**src/rtl/core/pps_pkg.sv**
```systemverilog
package pps_pkg;

	localparam int SLOTS_DEF = 64;

	// request codes
	localparam logic [2:0] REQ_LOAD  = 3'd0;
	localparam logic [2:0] REQ_SETP  = 3'd1;
	localparam logic [2:0] REQ_NICE  = 3'd2;
	localparam logic [2:0] REQ_QUERY = 3'd3;
	localparam logic [2:0] REQ_PICK  = 3'd4;

	// result status codes
	localparam logic [1:0] ST_OK    = 2'd0;
	localparam logic [1:0] ST_RANGE = 2'd1;
	localparam logic [1:0] ST_NOPID = 2'd2;
	localparam logic [1:0] ST_EMPTY = 2'd3;

	localparam logic [1:0] RS_RUNNABLE = 2'd1;

	localparam logic signed [5:0] VAL_PRIO_MIN = 6'sd1;
	localparam logic signed [5:0] VAL_PRIO_MAX = 6'sd10;
	localparam logic signed [5:0] VAL_NICE_MIN = -6'sd20;
	localparam logic signed [5:0] VAL_NICE_MAX = 6'sd19;

	localparam logic [3:0] PRIO_MIN = 4'd1;
	localparam logic [3:0] PRIO_MAX = 4'd10;
	localparam logic [3:0] PRIO_DEF = 4'd5;

	typedef struct packed {
		logic [15:0] pid;
		logic [1:0]  st;
		logic [3:0]  base;
		logic [3:0]  dyn;
		logic [5:0]  nice;
	} ent_t;

	localparam ent_t ENT_RST = '{pid: 16'd0, st: 2'd0, base: PRIO_DEF, dyn: PRIO_DEF,
		nice: 6'd0};

	typedef logic [3:0] upc_t;

	// microprogram step addresses
	localparam upc_t U_IDLE     = 4'd0;
	localparam upc_t U_DECODE   = 4'd1;
	localparam upc_t U_LD_ADDR  = 4'd2;
	localparam upc_t U_LD_WAIT  = 4'd3;
	localparam upc_t U_LD_LATCH = 4'd4;
	localparam upc_t U_SC_FIRST = 4'd5;
	localparam upc_t U_SC_LOOP  = 4'd6;
	localparam upc_t U_NOTF     = 4'd7;
	localparam upc_t U_ERR      = 4'd8;
	localparam upc_t U_MOD      = 4'd9;
	localparam upc_t U_PK_FIRST = 4'd10;
	localparam upc_t U_PK_LOOP  = 4'd11;
	localparam upc_t U_PK_END   = 4'd12;
	localparam upc_t U_EMIT     = 4'd13;
	localparam upc_t U_CLR      = 4'd14;

	// counter operations
	localparam logic [1:0] CNT_HOLD = 2'd0;
	localparam logic [1:0] CNT_ZERO = 2'd1;
	localparam logic [1:0] CNT_SLOT = 2'd2;
	localparam logic [1:0] CNT_INC  = 2'd3;

	// entry latch operations
	localparam logic [2:0] LAT_NONE  = 3'd0;
	localparam logic [2:0] LAT_HIT   = 3'd1;
	localparam logic [2:0] LAT_MATCH = 3'd2;
	localparam logic [2:0] LAT_BEST  = 3'd3;
	localparam logic [2:0] LAT_MOD   = 3'd4;
	localparam logic [2:0] LAT_CLRB  = 3'd5;

	// memory write operations
	localparam logic [1:0] WR_NONE = 2'd0;
	localparam logic [1:0] WR_CLR  = 2'd1;
	localparam logic [1:0] WR_MOD  = 2'd2;

	// status operations
	localparam logic [2:0] SO_KEEP  = 3'd0;
	localparam logic [2:0] SO_OK    = 3'd1;
	localparam logic [2:0] SO_RANGE = 3'd2;
	localparam logic [2:0] SO_NOPID = 3'd3;
	localparam logic [2:0] SO_PICK  = 3'd4;

	// jump conditions
	localparam logic [2:0] J_NEXT     = 3'd0;
	localparam logic [2:0] J_GOTO     = 3'd1;
	localparam logic [2:0] J_ACCEPT   = 3'd2;
	localparam logic [2:0] J_DISPATCH = 3'd3;
	localparam logic [2:0] J_SCAN     = 3'd4;
	localparam logic [2:0] J_RLAST    = 3'd5;
	localparam logic [2:0] J_CLAST    = 3'd6;
	localparam logic [2:0] J_OUTFREE  = 3'd7;

	typedef struct packed {
		logic [1:0] cnt_op;
		logic [2:0] lat_op;
		logic [1:0] wr_op;
		logic [2:0] stat_op;
		logic [2:0] jmp;
		upc_t       target;
		logic       in_rdy;
		logic       out_ld;
	} ucode_t;

	typedef struct packed {
		logic accept;
		upc_t disp;
		logic match;
		logic rlast;
		logic clast;
		logic outfree;
	} cond_t;

	function automatic ucode_t uw(input logic [1:0] cnt, input logic [2:0] lat,
		input logic [1:0] wr, input logic [2:0] so, input logic [2:0] jmp,
		input upc_t tgt, input logic rdy, input logic ld);
		ucode_t w;
		w = '{cnt_op: cnt, lat_op: lat, wr_op: wr, stat_op: so, jmp: jmp,
			target: tgt, in_rdy: rdy, out_ld: ld};
		return w;
	endfunction

	// control store
	function automatic ucode_t ucode_rom(input upc_t a);
		ucode_t w;
		unique case (a)
			U_IDLE:     w = uw(CNT_HOLD, LAT_NONE,  WR_NONE, SO_KEEP,  J_ACCEPT,   U_DECODE,
				1'b1, 1'b0);
			U_DECODE:   w = uw(CNT_ZERO, LAT_NONE,  WR_NONE, SO_KEEP,  J_DISPATCH, U_IDLE,
				1'b0, 1'b0);
			U_LD_ADDR:  w = uw(CNT_SLOT, LAT_NONE,  WR_NONE, SO_KEEP,  J_NEXT,     U_IDLE,
				1'b0, 1'b0);
			U_LD_WAIT:  w = uw(CNT_HOLD, LAT_NONE,  WR_NONE, SO_KEEP,  J_NEXT,     U_IDLE,
				1'b0, 1'b0);
			U_LD_LATCH: w = uw(CNT_HOLD, LAT_HIT,   WR_NONE, SO_KEEP,  J_GOTO,     U_MOD,
				1'b0, 1'b0);
			U_SC_FIRST: w = uw(CNT_INC,  LAT_NONE,  WR_NONE, SO_KEEP,  J_NEXT,     U_IDLE,
				1'b0, 1'b0);
			U_SC_LOOP:  w = uw(CNT_INC,  LAT_MATCH, WR_NONE, SO_KEEP,  J_SCAN,     U_MOD,
				1'b0, 1'b0);
			U_NOTF:     w = uw(CNT_HOLD, LAT_NONE,  WR_NONE, SO_NOPID, J_GOTO,     U_EMIT,
				1'b0, 1'b0);
			U_ERR:      w = uw(CNT_HOLD, LAT_NONE,  WR_NONE, SO_RANGE, J_GOTO,     U_EMIT,
				1'b0, 1'b0);
			U_MOD:      w = uw(CNT_HOLD, LAT_MOD,   WR_MOD,  SO_OK,    J_GOTO,     U_EMIT,
				1'b0, 1'b0);
			U_PK_FIRST: w = uw(CNT_INC,  LAT_CLRB,  WR_NONE, SO_KEEP,  J_NEXT,     U_IDLE,
				1'b0, 1'b0);
			U_PK_LOOP:  w = uw(CNT_INC,  LAT_BEST,  WR_NONE, SO_KEEP,  J_RLAST,    U_PK_END,
				1'b0, 1'b0);
			U_PK_END:   w = uw(CNT_HOLD, LAT_NONE,  WR_NONE, SO_PICK,  J_GOTO,     U_EMIT,
				1'b0, 1'b0);
			U_EMIT:     w = uw(CNT_HOLD, LAT_NONE,  WR_NONE, SO_KEEP,  J_OUTFREE,  U_IDLE,
				1'b0, 1'b1);
			U_CLR:      w = uw(CNT_INC,  LAT_NONE,  WR_CLR,  SO_KEEP,  J_CLAST,    U_IDLE,
				1'b0, 1'b0);
			default:    w = uw(CNT_HOLD, LAT_NONE,  WR_NONE, SO_KEEP,  J_GOTO,     U_IDLE,
				1'b0, 1'b0);
		endcase
		return w;
	endfunction

	// base priority from a nice value: 5 + nice/4 toward zero, clamped to 1..10
	function automatic logic [3:0] nice_base(input logic signed [5:0] v);
		logic [5:0] mag;
		logic [3:0] q;
		logic [3:0] np;
		mag = v[5] ? 6'(-v) : 6'(v);
		q   = 4'(mag >> 2);
		np  = v[5] ? PRIO_DEF - q : PRIO_DEF + q;
		if (np < PRIO_MIN) np = PRIO_MIN;
		if (np > PRIO_MAX) np = PRIO_MAX;
		return np;
	endfunction

endpackage

```
**src/rtl/core/pps_ram.sv**
```systemverilog
module pps_ram #(
	parameter int WIDTH = 32,
	parameter int DEPTH = 64
) (
	input  logic                     clk,
	input  logic                     we,
	input  logic [$clog2(DEPTH)-1:0] waddr,
	input  logic [WIDTH-1:0]         wdata,
	input  logic [$clog2(DEPTH)-1:0] raddr,
	output logic [WIDTH-1:0]         rdata
);

	logic [WIDTH-1:0] mem [DEPTH];

	always_ff @(posedge clk) begin
		if (we) begin
			mem[waddr] <= wdata;
		end
		rdata <= mem[raddr];
	end

endmodule

```
**src/rtl/core/pps_useq.sv**
```systemverilog
module pps_useq import pps_pkg::*; (
	input  logic   clk,
	input  logic   arst_n,
	input  cond_t  cond,
	output ucode_t uc
);

	upc_t upc_q;
	upc_t upc_nx;

	assign uc = ucode_rom(upc_q);

	always_comb begin
		unique case (uc.jmp)
			J_NEXT:     upc_nx = upc_t'(upc_q + 4'd1);
			J_GOTO:     upc_nx = uc.target;
			J_ACCEPT:   upc_nx = cond.accept ? uc.target : upc_q;
			J_DISPATCH: upc_nx = cond.disp;
			// match ends the scan; running off the table falls to the next step
			J_SCAN:     upc_nx = cond.match ? uc.target :
				(cond.rlast ? upc_t'(upc_q + 4'd1) : upc_q);
			J_RLAST:    upc_nx = cond.rlast ? uc.target : upc_q;
			J_CLAST:    upc_nx = cond.clast ? uc.target : upc_q;
			J_OUTFREE:  upc_nx = cond.outfree ? uc.target : upc_q;
			default:    upc_nx = U_IDLE;
		endcase
	end

	always_ff @(posedge clk or negedge arst_n) begin
		if (!arst_n) begin
			upc_q <= U_CLR;
		end else begin
			upc_q <= upc_nx;
		end
	end

endmodule

```
**src/rtl/core/pps_dpath.sv**
```systemverilog
module pps_dpath import pps_pkg::*; #(
	parameter int SLOTS = SLOTS_DEF
) (
	input  logic               clk,
	input  logic               arst_n,
	input  ucode_t             uc,
	output cond_t              cond,
	input  logic               in_valid,
	output logic               in_ready,
	input  logic [2:0]         req_type,
	input  logic [5:0]         slot,
	input  logic [15:0]        pid,
	input  logic [1:0]         run_state,
	input  logic signed [5:0]  value,
	output logic               out_valid,
	input  logic               out_ready,
	output logic [1:0]         status,
	output logic [5:0]         found_slot,
	output logic [15:0]        found_pid,
	output logic [3:0]         base_priority,
	output logic [3:0]         dyn_priority
);

	localparam int SW = $clog2(SLOTS);
	localparam logic [SW-1:0] LAST = SW'(SLOTS - 1);

	logic [2:0]        req_q;
	logic [5:0]        slot_q;
	logic [15:0]       pid_q;
	logic [1:0]        rs_q;
	logic signed [5:0] val_q;

	logic [SW-1:0] cnt_q;
	logic [SW-1:0] ridx_s1;
	logic [SW-1:0] hidx_q;
	ent_t          ent_q;
	ent_t          rdata;
	ent_t          ent_mod;
	logic          bestv_q;
	logic [1:0]    stat_q;
	logic          out_valid_q;

	logic          accept;
	logic          take_best;
	logic          hit_ld;
	logic          we;
	logic [SW-1:0] waddr;
	ent_t          wdata;
	upc_t          disp;

	assign accept   = in_valid && uc.in_rdy;
	assign in_ready = uc.in_rdy;

	always_ff @(posedge clk) begin
		if (accept) begin
			req_q  <= req_type;
			slot_q <= slot;
			pid_q  <= pid;
			rs_q   <= run_state;
			val_q  <= value;
		end
	end

	// request decode
	always_comb begin
		unique case (req_q)
			REQ_LOAD:  disp = (32'(slot_q) < 32'(SLOTS)) ? U_LD_ADDR : U_ERR;
			REQ_SETP:  disp = (val_q >= VAL_PRIO_MIN && val_q <= VAL_PRIO_MAX) ?
				U_SC_FIRST : U_ERR;
			REQ_NICE:  disp = (val_q >= VAL_NICE_MIN && val_q <= VAL_NICE_MAX) ?
				U_SC_FIRST : U_ERR;
			REQ_QUERY: disp = U_SC_FIRST;
			REQ_PICK:  disp = U_PK_FIRST;
			default:   disp = U_ERR;
		endcase
	end

	assign cond.disp    = disp;
	assign cond.accept  = accept;
	assign cond.match   = (rdata.pid == pid_q);
	assign cond.rlast   = (ridx_s1 == LAST);
	assign cond.clast   = (cnt_q == LAST);
	assign cond.outfree = !out_valid_q || out_ready;

	// apply the request to the latched entry
	always_comb begin
		ent_mod = ent_q;
		case (req_q)
			REQ_LOAD: begin
				ent_mod.pid = pid_q;
				ent_mod.st  = rs_q;
			end
			REQ_SETP: begin
				ent_mod.base = 4'(val_q);
				ent_mod.dyn  = 4'(val_q);
			end
			REQ_NICE: begin
				ent_mod.nice = 6'(val_q);
				ent_mod.base = nice_base(val_q);
			end
			default: ;
		endcase
	end

	assign we    = (uc.wr_op != WR_NONE);
	assign waddr = (uc.wr_op == WR_CLR) ? cnt_q : hidx_q;
	assign wdata = (uc.wr_op == WR_CLR) ? ENT_RST : ent_mod;

	pps_ram #(
		.WIDTH($bits(ent_t)),
		.DEPTH(SLOTS)
	) u_ram (
		.clk  (clk),
		.we   (we),
		.waddr(waddr),
		.wdata(wdata),
		.raddr(cnt_q),
		.rdata(rdata)
	);

	always_ff @(posedge clk or negedge arst_n) begin
		if (!arst_n) begin
			cnt_q <= '0;
		end else begin
			case (uc.cnt_op)
				CNT_ZERO: cnt_q <= '0;
				CNT_SLOT: cnt_q <= SW'(slot_q);
				CNT_INC:  cnt_q <= SW'(cnt_q + 1'b1);
				default:  cnt_q <= cnt_q;
			endcase
		end
	end

	// tag of the entry coming out of the memory this cycle
	always_ff @(posedge clk) begin
		ridx_s1 <= cnt_q;
	end

	assign take_best = (rdata.st == RS_RUNNABLE) && (!bestv_q || rdata.dyn > ent_q.dyn);
	assign hit_ld = (uc.lat_op == LAT_HIT) || (uc.lat_op == LAT_MATCH && cond.match) ||
		(uc.lat_op == LAT_BEST && take_best);

	always_ff @(posedge clk) begin
		if (hit_ld) begin
			ent_q  <= rdata;
			hidx_q <= ridx_s1;
		end else if (uc.lat_op == LAT_MOD) begin
			ent_q <= ent_mod;
		end
	end

	always_ff @(posedge clk or negedge arst_n) begin
		if (!arst_n) begin
			bestv_q <= 1'b0;
			stat_q  <= ST_OK;
		end else begin
			if (uc.lat_op == LAT_CLRB) begin
				bestv_q <= 1'b0;
			end else if (uc.lat_op == LAT_BEST && take_best) begin
				bestv_q <= 1'b1;
			end
			case (uc.stat_op)
				SO_OK:    stat_q <= ST_OK;
				SO_RANGE: stat_q <= ST_RANGE;
				SO_NOPID: stat_q <= ST_NOPID;
				SO_PICK:  stat_q <= bestv_q ? ST_OK : ST_EMPTY;
				default:  stat_q <= stat_q;
			endcase
		end
	end

	// output register; clear the payload fields on any failing status
	always_ff @(posedge clk or negedge arst_n) begin
		if (!arst_n) begin
			out_valid_q <= 1'b0;
		end else if (uc.out_ld && cond.outfree) begin
			out_valid_q <= 1'b1;
		end else if (out_ready) begin
			out_valid_q <= 1'b0;
		end
	end

	always_ff @(posedge clk) begin
		if (uc.out_ld && cond.outfree) begin
			status <= stat_q;
			if (stat_q == ST_OK) begin
				found_slot    <= 6'(hidx_q);
				found_pid     <= ent_q.pid;
				base_priority <= ent_q.base;
				dyn_priority  <= ent_q.dyn;
			end else begin
				found_slot    <= '0;
				found_pid     <= '0;
				base_priority <= '0;
				dyn_priority  <= '0;
			end
		end
	end

	assign out_valid = out_valid_q;

endmodule

```
**src/rtl/core/priority_process_selector_unit.sv**
```systemverilog
// Process slot table with load, priority set, nice, query and pick requests.
// Input channel: in_valid/in_ready with req_type, slot, pid, run_state, value.
// Output channel: out_valid/out_ready with status, found_slot, found_pid,
// base_priority, dyn_priority; one result item per request item.
// A small microprogram steps a slot memory (one write, one registered read port).
// A load reads the addressed slot and writes it back changed; set, nice and query
// scan from slot 0 and stop at the first pid match; pick scans every slot; a
// rejected request goes straight to its result. The walk over the memory read
// port is serial; one item is in work at a time, so the next item is accepted
// only once the previous result has been loaded into the output register.
// After reset a clearing pass writes every slot to its reset value; in_ready
// stays low until it ends.
// A finished result waits in the output register; the next item is accepted
// meanwhile, and its result is held back until out_ready takes the earlier one.
module priority_process_selector_unit import pps_pkg::*; #(
	parameter int SLOTS = SLOTS_DEF
) (
	input  logic               clk,
	input  logic               arst_n,
	input  logic               in_valid,
	output logic               in_ready,
	input  logic [2:0]         req_type,
	input  logic [5:0]         slot,
	input  logic [15:0]        pid,
	input  logic [1:0]         run_state,
	input  logic signed [5:0]  value,
	output logic               out_valid,
	input  logic               out_ready,
	output logic [1:0]         status,
	output logic [5:0]         found_slot,
	output logic [15:0]        found_pid,
	output logic [3:0]         base_priority,
	output logic [3:0]         dyn_priority
);

	ucode_t uc;
	cond_t  cond;

	pps_useq u_useq (
		.clk   (clk),
		.arst_n(arst_n),
		.cond  (cond),
		.uc    (uc)
	);

	pps_dpath #(
		.SLOTS(SLOTS)
	) u_dpath (
		.clk          (clk),
		.arst_n       (arst_n),
		.uc           (uc),
		.cond         (cond),
		.in_valid     (in_valid),
		.in_ready     (in_ready),
		.req_type     (req_type),
		.slot         (slot),
		.pid          (pid),
		.run_state    (run_state),
		.value        (value),
		.out_valid    (out_valid),
		.out_ready    (out_ready),
		.status       (status),
		.found_slot   (found_slot),
		.found_pid    (found_pid),
		.base_priority(base_priority),
		.dyn_priority (dyn_priority)
	);

endmodule

```
**config.mk**
```make
export PLATFORM = sky130hd
export DESIGN_NAME = priority_process_selector_unit
export DESIGN_NICKNAME = d
export VERILOG_FILES = /design/src/rtl/core/pps_pkg.sv /design/src/rtl/core/pps_ram.sv /design/src/rtl/core/pps_useq.sv /design/src/rtl/core/pps_dpath.sv /design/src/rtl/core/priority_process_selector_unit.sv
export SDC_FILE = /design/constraint.sdc
export NUM_CORES = 2
export LEC_CHECK = 0
export BUFFER_PORTS_ARGS = -buffer_cell sky130_fd_sc_hd__buf_2
export CAP_MARGIN = 20
export CORE_MARGIN = 4
export CORE_UTILIZATION = 43
export CTS_BUF_LIST = sky130_fd_sc_hd__clkbuf_4
export DETAILED_ROUTE_END_ITERATION = 12
export PLACE_DENSITY_LB_ADDON = 0.05
export REMOVE_ABC_BUFFERS = 1
export SKIP_LAST_GASP = 1
export SYNTH_ARGS = -nofsm -noshare
export SYNTH_HDL_FRONTEND = slang
export SYNTH_SLANG_ARGS = --single-unit
```
**constraint.sdc**
```tcl
create_clock -name clk -period 5.2 [get_ports clk]
set_input_delay 0.26 -clock clk [delete_from_list [all_inputs] [get_ports clk]]
set_output_delay 0.26 -clock clk [all_outputs]
set_load 0.02 [all_outputs]
```
==> summary.txt <==
Cells and area
  – Area of the multi-input gates: ~16000 um^2
  – Filler cells: 13.44k
  – Nets: 3830
  – Post-Layout Cell Count: around 6.3k
  – Area growth syn-to-layout: 14.93%
  – FF+latch area: 53890 um^2
  – Layout cells sized above 1: 36.85%

STA
  – Rel. slew slack: 25.10%
  – Final Cycle Share: between 80% and 90%
  – Endpoints failing hold: 0
  – Measured slew at the worst slew-check pin: roughly 1.1 ns
  – Hold WS: approximately 0.19 ns
  – Min Tclk post-route: 4.276 ns
  – Final setup violation count: 0
  – RSZ-0062 raised after global routing: false
  – Max-slew violation count: 0
  – Worst Skew: ~0.091 ns
  – Setup TNS: 0 ns
  – Achievable clock frequency: ~0.23 GHz

Floorplan
  – I/O pin cnt: 71
  – Die height: approximately 400 um
  – Core area: between 150000 and 200000 um^2
  – Initial Util: around 43%
  – Die Wd: 412.1 um
  – DIE AREA: 169800 um^2
  – Cell row count: around 150

Detailed routing
  – Drt first pass iters: 7
  – Vias per std cell: around 5.7
  – Final WL: ~200 mm
  – DR WL/cell: between 30 and 40 um
  – Antenna viol nets, final: 0
  – Initial drt markers: roughly 4.2k
  – Via count: 36.17k
  – Residual DRC: 0

Setup path
  – Most common cell type on the critical path: nand2_1
  – Crit path cell chain: ha_1 -> nand2_1 -> nor2_1 -> nand2_1 -> a211oi_1 -> nand2b_1 -> nor2_4 -> buf_4
  – Worst-path maximum fanout: 13
  – CP Capture Type: flop
  – CP Class: flop to flop
  – CP required: about 6.2 ns
  – Critical Path Slowest Stage Cell: nor2_4
  – Startpoint Class: flop
  – CP arrival: about 5.3 ns
  – Peak per-stage delay on the critical path: approximately 0.68 ns

Synthesis
  – Post-synth EDFFs: 1761
  – Ys Warns: 0
  – Synth Instances: roughly 3.2k
  – Post-synth ARST share: less than 1%
  – Yosys cell types: 66
  – Post-Syn Area: 70210 um^2
  – Seq/Total Area, Yosys: roughly three quarters
  – Flop and latch count out of synthesis: between 1.5k and 2k
  – Mean Syn Cell Area: 21.95 um^2
  – Synth Flop Type: edfxtp_1

Clocking
  – Clock Sink Count: roughly 1.8k
  – Hold buffers post-CTS: approximately 70
  – Setup bufs post-CTS: 0
  – TritonCTS clock tree: built
  – Post_cts resized: 0
  – H-tree levels: 5
  – Root Driver: clkbuf_4
  – Num CTS Buffers: 472
  – Worst skew pair latency: 1.36 ns
  – Clk pin slew, worst setup/hold paths: roughly 0.07 ns
  – Clock Path Buffers: 4

Pwr
  – Net Sw Power: 0.01561 W
  – PwrDens: 562.8 nW/um^2
  – Sw Share: between 30% and 40%
  – Clock power share: 25.8%
  – Combinational Power Share: between 30% and 40%
  – Static Leakage: 25.79 nW
  – Peak supply drop: between 400 and 500 uV
  – Total power: ~0.045 W
  – Register share of total power: between 40% and 50%
  – Internal power: 0.02980 W

GRT
  – Gr usage total: between 20% and 30%
  – Largest net degree at the start of global routing: 124
  – Vias in the first global route: 37.00k
  – Initial antenna violation count: 14
  – Total congestion overflow: 0
  – First-pass GRT wire length: around 280 mm

Place
  – PortBufs: 70
  – Placed insts: about 5.4k
  – Final RePlAce weighted congestion: 0.8856
  – DP Wirelength: 119.7 mm

Outcome
  – Outcome: finished clean

Worst hold path
  – Hold crit path type: primary input to flop

Job
  – Max-cap violations: 0
[Yosys cell counts, types with 7 or more instances]
cell,n,area [um^2]
a211oi_1,9,67.56
mux2_2,45,506.7
edfxtp_1,1761,52880
nor2b_1,10,62.56
dfrtp_1,11,275.3
nor2_1,104,390.4
o211ai_1,16,120.1
nand3_1,12,60.06
and2_1,54,337.8
buf_2,43,215.2
nand3b_1,7,52.55
clkbuf_1,79,296.5
nand2_1,88,330.3
nor3_1,10,50.05
o21ai_0,28,140.1
mux2i_1,117,1171
xor2_1,18,157.7
a22oi_1,80,600.6
inv_1,22,82.58
buf_4,10,75.07
buf_1,18,67.56
dfxtp_1,32,640.6
a21oi_1,31,155.2
a221oi_1,14,122.6
ha_1,14,175.2
o21ai_1,9,45.04
mux4_2,451,10160
buf_6,13,146.4
[per-stage QoR]
step / setup slack (ns) / area [um^2] / util, %
6_report: 0.9241 / 80690 / 49.63
5_1_grt: 0.8243 / 80670 / 49.62
4_1_cts: 1.088 / 80630 / 49.59
3_5_place_dp: 1.033 / 74250 / 45.67
3_3_place_gp: 1.133 / 74230 / 45.66
2_1_floorplan: -14.20 / 69350 / -
[metal layers]
| metal | up-vias | wire length [um] | track usage (%) |
|---|---|---|---|
| met1 | 19240 | 87200 | 34.70 |
| li1 | 14940 | - | - |
| met5 | - | 13 | 0 |
| met4 | 2 | 5688 | 7.785 |
| met2 | 1651 | 93170 | 36.04 |
| met3 | 344 | 15930 | 5.383 |
[area by class of cell]
| class | instances | area share, % |
|---|---|---|
| flip-flops and latches | 1807 | 66.79 |
| diodes | 15 | 0.04652 |
| clock inverters | 123 | 0.7334 |
| repair buffers | 274 | 2.810 |
| inverters | 22 | 0.1023 |
| well taps | 2175 | 3.373 |
| clock buffers | 675 | 6.280 |
| multi-input cells | 1202 | 19.87 |
[power by group through the flow]
stage                     sequential (W)  clock [W]  combinational, W
after floorplan                   0.0202          0           0.00688
after global placement            0.0198          0            0.0140
after detailed placement          0.0198          0            0.0143
after CTS                         0.0195     0.0121            0.0143
after global routing              0.0196     0.0130            0.0149
final                             0.0195     0.0117            0.0142
[critical path, delay by kind of cell, from the launching register on]
family	cells	cell delay [ns]
buffers and inverters	1	0.30
adder cells (fa/ha/maj)	1	0.49
flip-flops	1	0.63
AND/OR/NAND/NOR	5	2.02
AO/OA/AOI/OAI	1	0.54
[path summary, 6_finish.rpt]
kind                                          from                         to  slack (ns)  cells after the start
worst max-delay path               u_useq.upc_q[1]  u_dpath.u_ram.mem[37][31]        0.92                      8
worst min-delay path                      value[0]           u_dpath.val_q[0]        0.19                      3
worst max register to register     u_useq.upc_q[1]  u_dpath.u_ram.mem[37][31]        0.92                      8
worst min register to register  u_dpath.ridx_s1[0]          u_dpath.hidx_q[0]        0.44                      0
max in group asynchronous                   arst_n           u_dpath.cnt_q[1]        3.94                      4
min in group asynchronous                   arst_n           u_dpath.cnt_q[2]        0.71                      4
[layout by cell type, fill, tap and decap left out, types with 7 or more instances in the layout]
cell type and count:
a211oi_1 9, xor2_1 18, clkinv_1 100, dlygate4sd3_1 72, clkinv_2 17, o21ai_0 28, nand3b_1 7, nor2b_1 9
mux2i_1 117, mux4_2 451, dfxtp_1 32, a21oi_1 30, buf_4 114, o21ai_1 8, diode_2 15, a22oi_1 80
nor3_1 10, clkbuf_4 675, buf_2 70, inv_1 22, nor2_1 32, mux2_2 45, and2_1 33, a221oi_1 14
nand2_1 88, buf_12 16, ha_1 14, dfrtp_1 7, edfxtp_1 1761, and2_4 16, o211ai_1 16, nor2_4 67
nand3_1 9
[cell families (layout without fill, tap and decap cells)]
group / after synthesis / count (layout) / synth area share [%]
simple gates: 312 / 312 / 2.094
xor+xnor: 22 / 22 / 0.2744
compound gates: 241 / 241 / 2.454
mux: 613 / 613 / 16.86
buf+inv: 190 / 1094 / 1.337
fa+ha+maj: 14 / 14 / 0.2495
other cells: 0 / 15 / 0
flops: 1807 / 1807 / 76.73
[flip-flops by register name, indices dropped and copies added, names as in the netlist, 4 cells and up]
| signal | cells |
|---|---|
| u_dpath.u_ram.mem | 1664 |
| u_dpath.ent_q | 26 |
| u_dpath.u_ram.rdata | 26 |
| u_dpath.found_pid | 16 |
| u_dpath.pid_q | 16 |
| u_dpath.cnt_q | 6 |
| u_dpath.found_slot | 6 |
| u_dpath.hidx_q | 6 |
| u_dpath.ridx_s1 | 6 |
| u_dpath.slot_q | 6 |
| u_dpath.val_q | 6 |
| u_dpath.base_priority | 4 |
| u_dpath.dyn_priority | 4 |
| u_useq.upc_q | 4 |
Power figures use the tool's default switching activity.
